`config.mk`:
```
export PLATFORM = sky130hd
export DESIGN_NAME = aescbc_ram
export DESIGN_NICKNAME = d
export VERILOG_FILES = /design/src/hw/rtl/aescbc_ram.sv
export SDC_FILE = /design/constraint.sdc
export NUM_CORES = 1
export LEC_CHECK = 0
export ABC_AREA = 0
export ABC_CLOCK_PERIOD_IN_PS = 10080
export BUFFER_PORTS_ARGS = -buffer_cell sky130_fd_sc_hd__buf_4
export CAP_MARGIN = 30
export CORE_MARGIN = 5
export CORE_UTILIZATION = 35
export DETAILED_ROUTE_END_ITERATION = 10
export GPL_TIMING_DRIVEN = 1
export HOLD_SLACK_MARGIN = 0.08
export SLEW_MARGIN = 20
export SYNTH_ARGS = -nofsm -noshare
export SYNTH_HDL_FRONTEND = slang
export SYNTH_SLANG_ARGS = --single-unit
```
`constraint.sdc`:
```
create_clock -name clock -period 10.08 [get_ports clock]
set_input_delay 3.024 -clock clock [delete_from_list [all_inputs] [get_ports clock]]
set_output_delay 3.024 -clock clock [all_outputs]
set_load 0.01 [all_outputs]
```
`src/hw/rtl/aescbc_ram.sv`:
```
// ----------------------------------------------------------------------------
// AES-128 CBC generic RAM
// Single write port, single read port, registered read data.
// ----------------------------------------------------------------------------
module aescbc_ram #(
   parameter int unsigned Width = 64,
   parameter int unsigned Depth = 22
) (
   input  logic                     clock,
   input  logic                     wr_en,
   input  logic [$clog2(Depth)-1:0] wr_addr,
   input  logic [Width-1:0]         wr_data,
   input  logic [$clog2(Depth)-1:0] rd_addr,
   output logic [Width-1:0]         rd_data
);
   logic [Width-1:0] mem_ff [Depth];

   // write and registered read
   always_ff @(posedge clock) begin
      if (wr_en) begin
         mem_ff[wr_addr] <= wr_data;
      end
      rd_data <= mem_ff[rd_addr];
   end
endmodule

```
# After elaboration in Yosys (flattened, before gate mapping)
# Memory sizes are Yosys's and may differ from the RTL's. A register that Yosys moved wholly into a read port is not among the register bits.
# Index checks and enable logic that the tools add are counted.
# Widths: inputs -> output; s select.
[classes]
muxes = 2
[ops]
columns = ["operator", "n"]
rows = [
  ["$mux 1", 2],
]
[word_totals]
ramBits = 1408
word_cells = 3
n_memories = 1
input_bits = 76
register_bits = 0
out_inout_bits = 64
[memory_table]
columns = ["name", "words", "word_bits", "rd", "rd_ports_with_merged_regs", "wr", "line_no", "source"]
rows = [
  ["mem_ff", 22, 64, 1, 1, 1, "16", "logic [Width-1:0] mem_ff [Depth];"],
]

# Depth between registers and ports, before layout
[logic_depth]
depth_word = 2
depth_mapped = 8

# Least setup slack after synthesis
# No wires, ideal clock.
[synth_path]
kind = "input to register"
startpoint = "in wr_addr[0]"
endpoint = "mem mem_ff[0][0], enable pin"
cell_stages = 3
setup_time_ns = 0.486
required_time_ns = 9.594
arrival_ns = 6.331
slack_ns = 3.263
n_path_buf = 1
cell_sequence = "or3b_2 > clkbuf_1 > nor2_1"
[synth_lines]
columns = ["item", "line_no", "source"]
rows = [
  ["start, declared", "11", "input logic [$clog2(Depth)-1:0] wr_addr,"],
  ["end, declared", "16", ""],
]
# Straight into the memory's write port.

# Worst setup path in the final report
[layout_path]
startpoint = "in wr_addr[0]"
endpoint = "mem mem_ff[20][13], enable pin"
# Straight into the memory's write port.

==> metrics.md <==
| Metric | Value |
|---|---|
| Delay contributed by the slowest stage of the critical path | 0.81 ns |
| Count of pins over their slew limit | 0 |
| Critical path's most frequent cell | sky130_fd_sc_hd__buf_4 |
| Fraction of layout instances using a drive strength above 1 | 18.4% |
| Outcome | finished, final reports clean |
| Max FO, Critical Path | 45 |
| Sum of net half-perimeters after detailed placement | 68000 microns |
| Comb pwr share | 4.6% |
| Cells traversed along the worst timing path | buf_4, or3b_2, nor2_4, buf_4 |
| Worst hold-check path type | reg2reg |
| Number of clock sinks seen by CTS | 1472 |
| VDD IR-drop max | 0.000137 V |
| Internal | 10.0 mW |
| Synth area leaders | sky130_fd_sc_hd__edfxtp_1, sky130_fd_sc_hd__mux2i_1, sky130_fd_sc_hd__mux4_2 |
| Max_cap viols | 0 |
| Total track usage | 14.7% |
| Critical path required time | 10.45 ns |
| RSZ-0062 raised after global routing | false |
| Top Ports | 140 |
| Area Overhead vs Synth | 15.2% |
| Number of routed nets with antenna violations | 0 |
| Slack of the worst reg-to-reg path | 8.59 ns |
| Kind of critical path | in2reg |
| Total nets after synthesis | 2827 |
| Core area | 158000 sq um |
| Portion of the post-synthesis area used by sequential elements | 78.7% |
| Total number of placement rows | 146 |
| Final worst hold slack | 0.676 ns |
| Launching element type of the critical path | input port |
| Fin. Hold Viols | 0 |
| Unique cell type count in the Yosys netlist | 28 |
| Startpoint of the most critical hold path | mem_ff[16][46] |
| Avg Cell Area, Syn | 20.1 sq um |
| Largest net degree at the start of global routing | 97 |
| Number of failing setup endpoints in the final timing report | 0 |
| Die Y-Extent | 408 microns |
| WHS Path Cells | 4 |
| Number of buffers inserted by hold repair at cts | 0 |
| Cell area after placement | 59100 sq um |
| Clock insertion delay at the later pin of the skew report | 0.76 ns |
| Die width | 408 microns |
| Initial cell density of the core | 35.1% |
| Share of the cycle needed by the critical path after routing | 50.4% |
| Net count reported at finish | 3027 |
| Achievable clock frequency | 0.197 GHz |
| Worst reg2reg startpoint | mem_ff[6][39] |
| Via count normalized by instance count | 5.09 |
| DR vias | 26167 |
| Final min period | 5.09 ns |
| Total net switching power | 2.65 mW |
| Router iterations before antenna repair | 5 |
| CTS tree | built |
| Floorplan die area | 166000 sq um |
| Vias in the first global route | 26563 |
| Total Negative Setup Slacks | 0 ns |
| Number of instances in the synthesized netlist | 2751 |
| Antenna violations before repair | 7 |
| TritonCTS Buffers | 140 |
| Arrival time of the worst setup path | 5.46 ns |
| CTS Root Cell | sky130_fd_sc_hd__clkbuf_16 |
| Port-buffer cells | 139 |
| Proportion of total power due to net switching | 20.9% |
| Crit. End Element | flip-flop |
| Initial drt markers | 2169 |
| Post-CTS Setup Bufs | 0 |
| Cell accounting for the most synthesized area | sky130_fd_sc_hd__edfxtp_1 |
| Pin slew with the least headroom to its limit | 1.07 ns |
| Deepest clock path buffer count | 3 |
| Gpl congestion | 0.705 |
| Total wirelength of the detailed-routed design | 125000 microns |
| Total standard cell area after synthesis | 55300 sq um |
| Setup slack at placement | 4.12 ns |
| Tightest slew margin relative to the limit | 28.8% |
| Post-cts gate resize count | 0 |
| Post-route cell area | 63700 sq um |
| Global-route wire length before repair | 182000 microns |
| Library cell contributing the largest single delay on the critical path | sky130_fd_sc_hd__buf_4 |
| Total of warnings raised by yosys | 0 |
| H-tree depth | 4 |
| Total congestion overflow after global routing | 0 |
| Number of cells on the worst reg-to-reg path | 4 |
| Worst setup skew after layout | 0.0189 ns |
| Clock Power Share | 41.5% |
| Register bit total from synthesis | 1472 |
| Power density over cell area | 199 nW/um^2 |
| Routed length per instance | 24.3 microns |
| Synth top area share | 76.4% |
| End point of the worst hold path | rd_data[46] |
| Terminus of the critical flop-to-flop path | rd_data[39] |
| Number of design rule violations left after detail routing | 0 |
| Worst path setup slack after routing | 4.99 ns |
| Clock Pin Slew Worst Setup and Hold Paths | 0.07 ns |
| Flop pwr share | 53.9% |
| Leakage power figure | 21.0 nW |
[cell type report]
cell class / instances / area [sq um]
diodes: 2 / 5.00
clock buffers: 183 / 3830
flip-flops and latches: 1472 / 43600
repair buffers: 207 / 1930
clock inverters: 76 / 783
multi-input cells: 1130 / 11000
fillers: 13931 / 94100
well taps: 2072 / 2590
[cells in the mapped netlist, drive strengths merged]
cell    count
edfxtp   1408
mux2i     448
a22oi     192
mux4      128
buf        93
nor2       88
nand2      66
a211oi     64
dfxtp      64
nand4      64
nor2b      64
clkbuf     56
nand3b      4
nor4b       2
or3b        2
and2        1
and3b       1
nand2b      1
nand3       1
nor3b       1
nor4        1
nor4bb      1
or3         1
[how the worst max path moves through the flow]
stage,slack [ns],cells past startpoint,to,startpoint
2_1_floorplan,3.26,3,mem_ff[0][0],wr_addr[0]
3_3_place_gp,4.04,4,mem_ff[4][5],wr_addr[0]
3_5_place_dp,4.12,4,mem_ff[13][61],wr_addr[1]
4_1_cts,4.93,4,mem_ff[13][61],wr_addr[1]
5_1_grt,4.93,4,mem_ff[21][0],wr_addr[1]
6_report,4.99,4,mem_ff[20][13],wr_addr[0]
[cell usage in the layout (no fill, tap or decap), types with 3 or more instances in the layout]
cell type	instances
sky130_fd_sc_hd__clkbuf_16	143
sky130_fd_sc_hd__nand2_1	66
sky130_fd_sc_hd__edfxtp_1	1408
sky130_fd_sc_hd__buf_4	182
sky130_fd_sc_hd__clkinvlp_4	3
sky130_fd_sc_hd__buf_8	4
sky130_fd_sc_hd__a211oi_1	64
sky130_fd_sc_hd__nor2_1	66
sky130_fd_sc_hd__clkbuf_1	30
sky130_fd_sc_hd__buf_12	5
sky130_fd_sc_hd__mux4_2	128
sky130_fd_sc_hd__mux2i_1	448
sky130_fd_sc_hd__clkinv_2	15
sky130_fd_sc_hd__bufinv_16	12
sky130_fd_sc_hd__a22oi_1	192
sky130_fd_sc_hd__clkbuf_8	10
sky130_fd_sc_hd__buf_16	14
sky130_fd_sc_hd__nand3b_1	4
sky130_fd_sc_hd__inv_6	6
sky130_fd_sc_hd__dfxtp_1	64
sky130_fd_sc_hd__nor2b_1	64
sky130_fd_sc_hd__clkinv_1	32
sky130_fd_sc_hd__nor2_4	22
sky130_fd_sc_hd__nand4_1	64
[per-stage QoR]
step / utilization, % / power [mW] / instances
after floorplan: - / 7.28 / 2751
after global placement: 37.2 / 7.55 / 4863
after detailed placement: 37.4 / 7.57 / 4879
after CTS: 40.3 / 12.8 / 5138
after global routing: 40.4 / 13.1 / 5140
final: 40.4 / 12.7 / 5142
[power by group through the flow]
stage	registers, mW	clock network [mW]	logic [mW]
3_3_place_gp	6.96	0	0.590
6_report	6.83	5.26	0.588
3_5_place_dp	6.97	0	0.602
4_1_cts	6.83	5.37	0.603
2_1_floorplan	6.97	0	0.310
5_1_grt	6.84	5.63	0.636
[kinds of logic after synthesis]
| kind of cell | after synthesis | synth area share (%) |
|---|---|---|
| DFF | 1472 | 78.7 |
| and+or+nand+nor | 298 | 2.74 |
| buffers and inverters | 149 | 1.75 |
| AOI/OAI and AO/OA | 256 | 3.47 |
| muxes | 576 | 13.3 |
[sequential cells by signal (all words and copies together) (netlist names)]
register / flops
mem_ff: 1408
rd_data: 64
[critical path: cells and delay by family]
family | cells | cell delay [ns]
buf+inv | 2 | 0.94
simple gates | 2 | 1.40
[metal layers]
metal | routed length [microns] | track usage (%)
met1 | 54000 | 19.9
met2 | 60500 | 24.2
met3 | 7580 | 3.30
met4 | 2700 | 3.81
met5 | 41 | 0
Power figures use the tool's default switching activity.
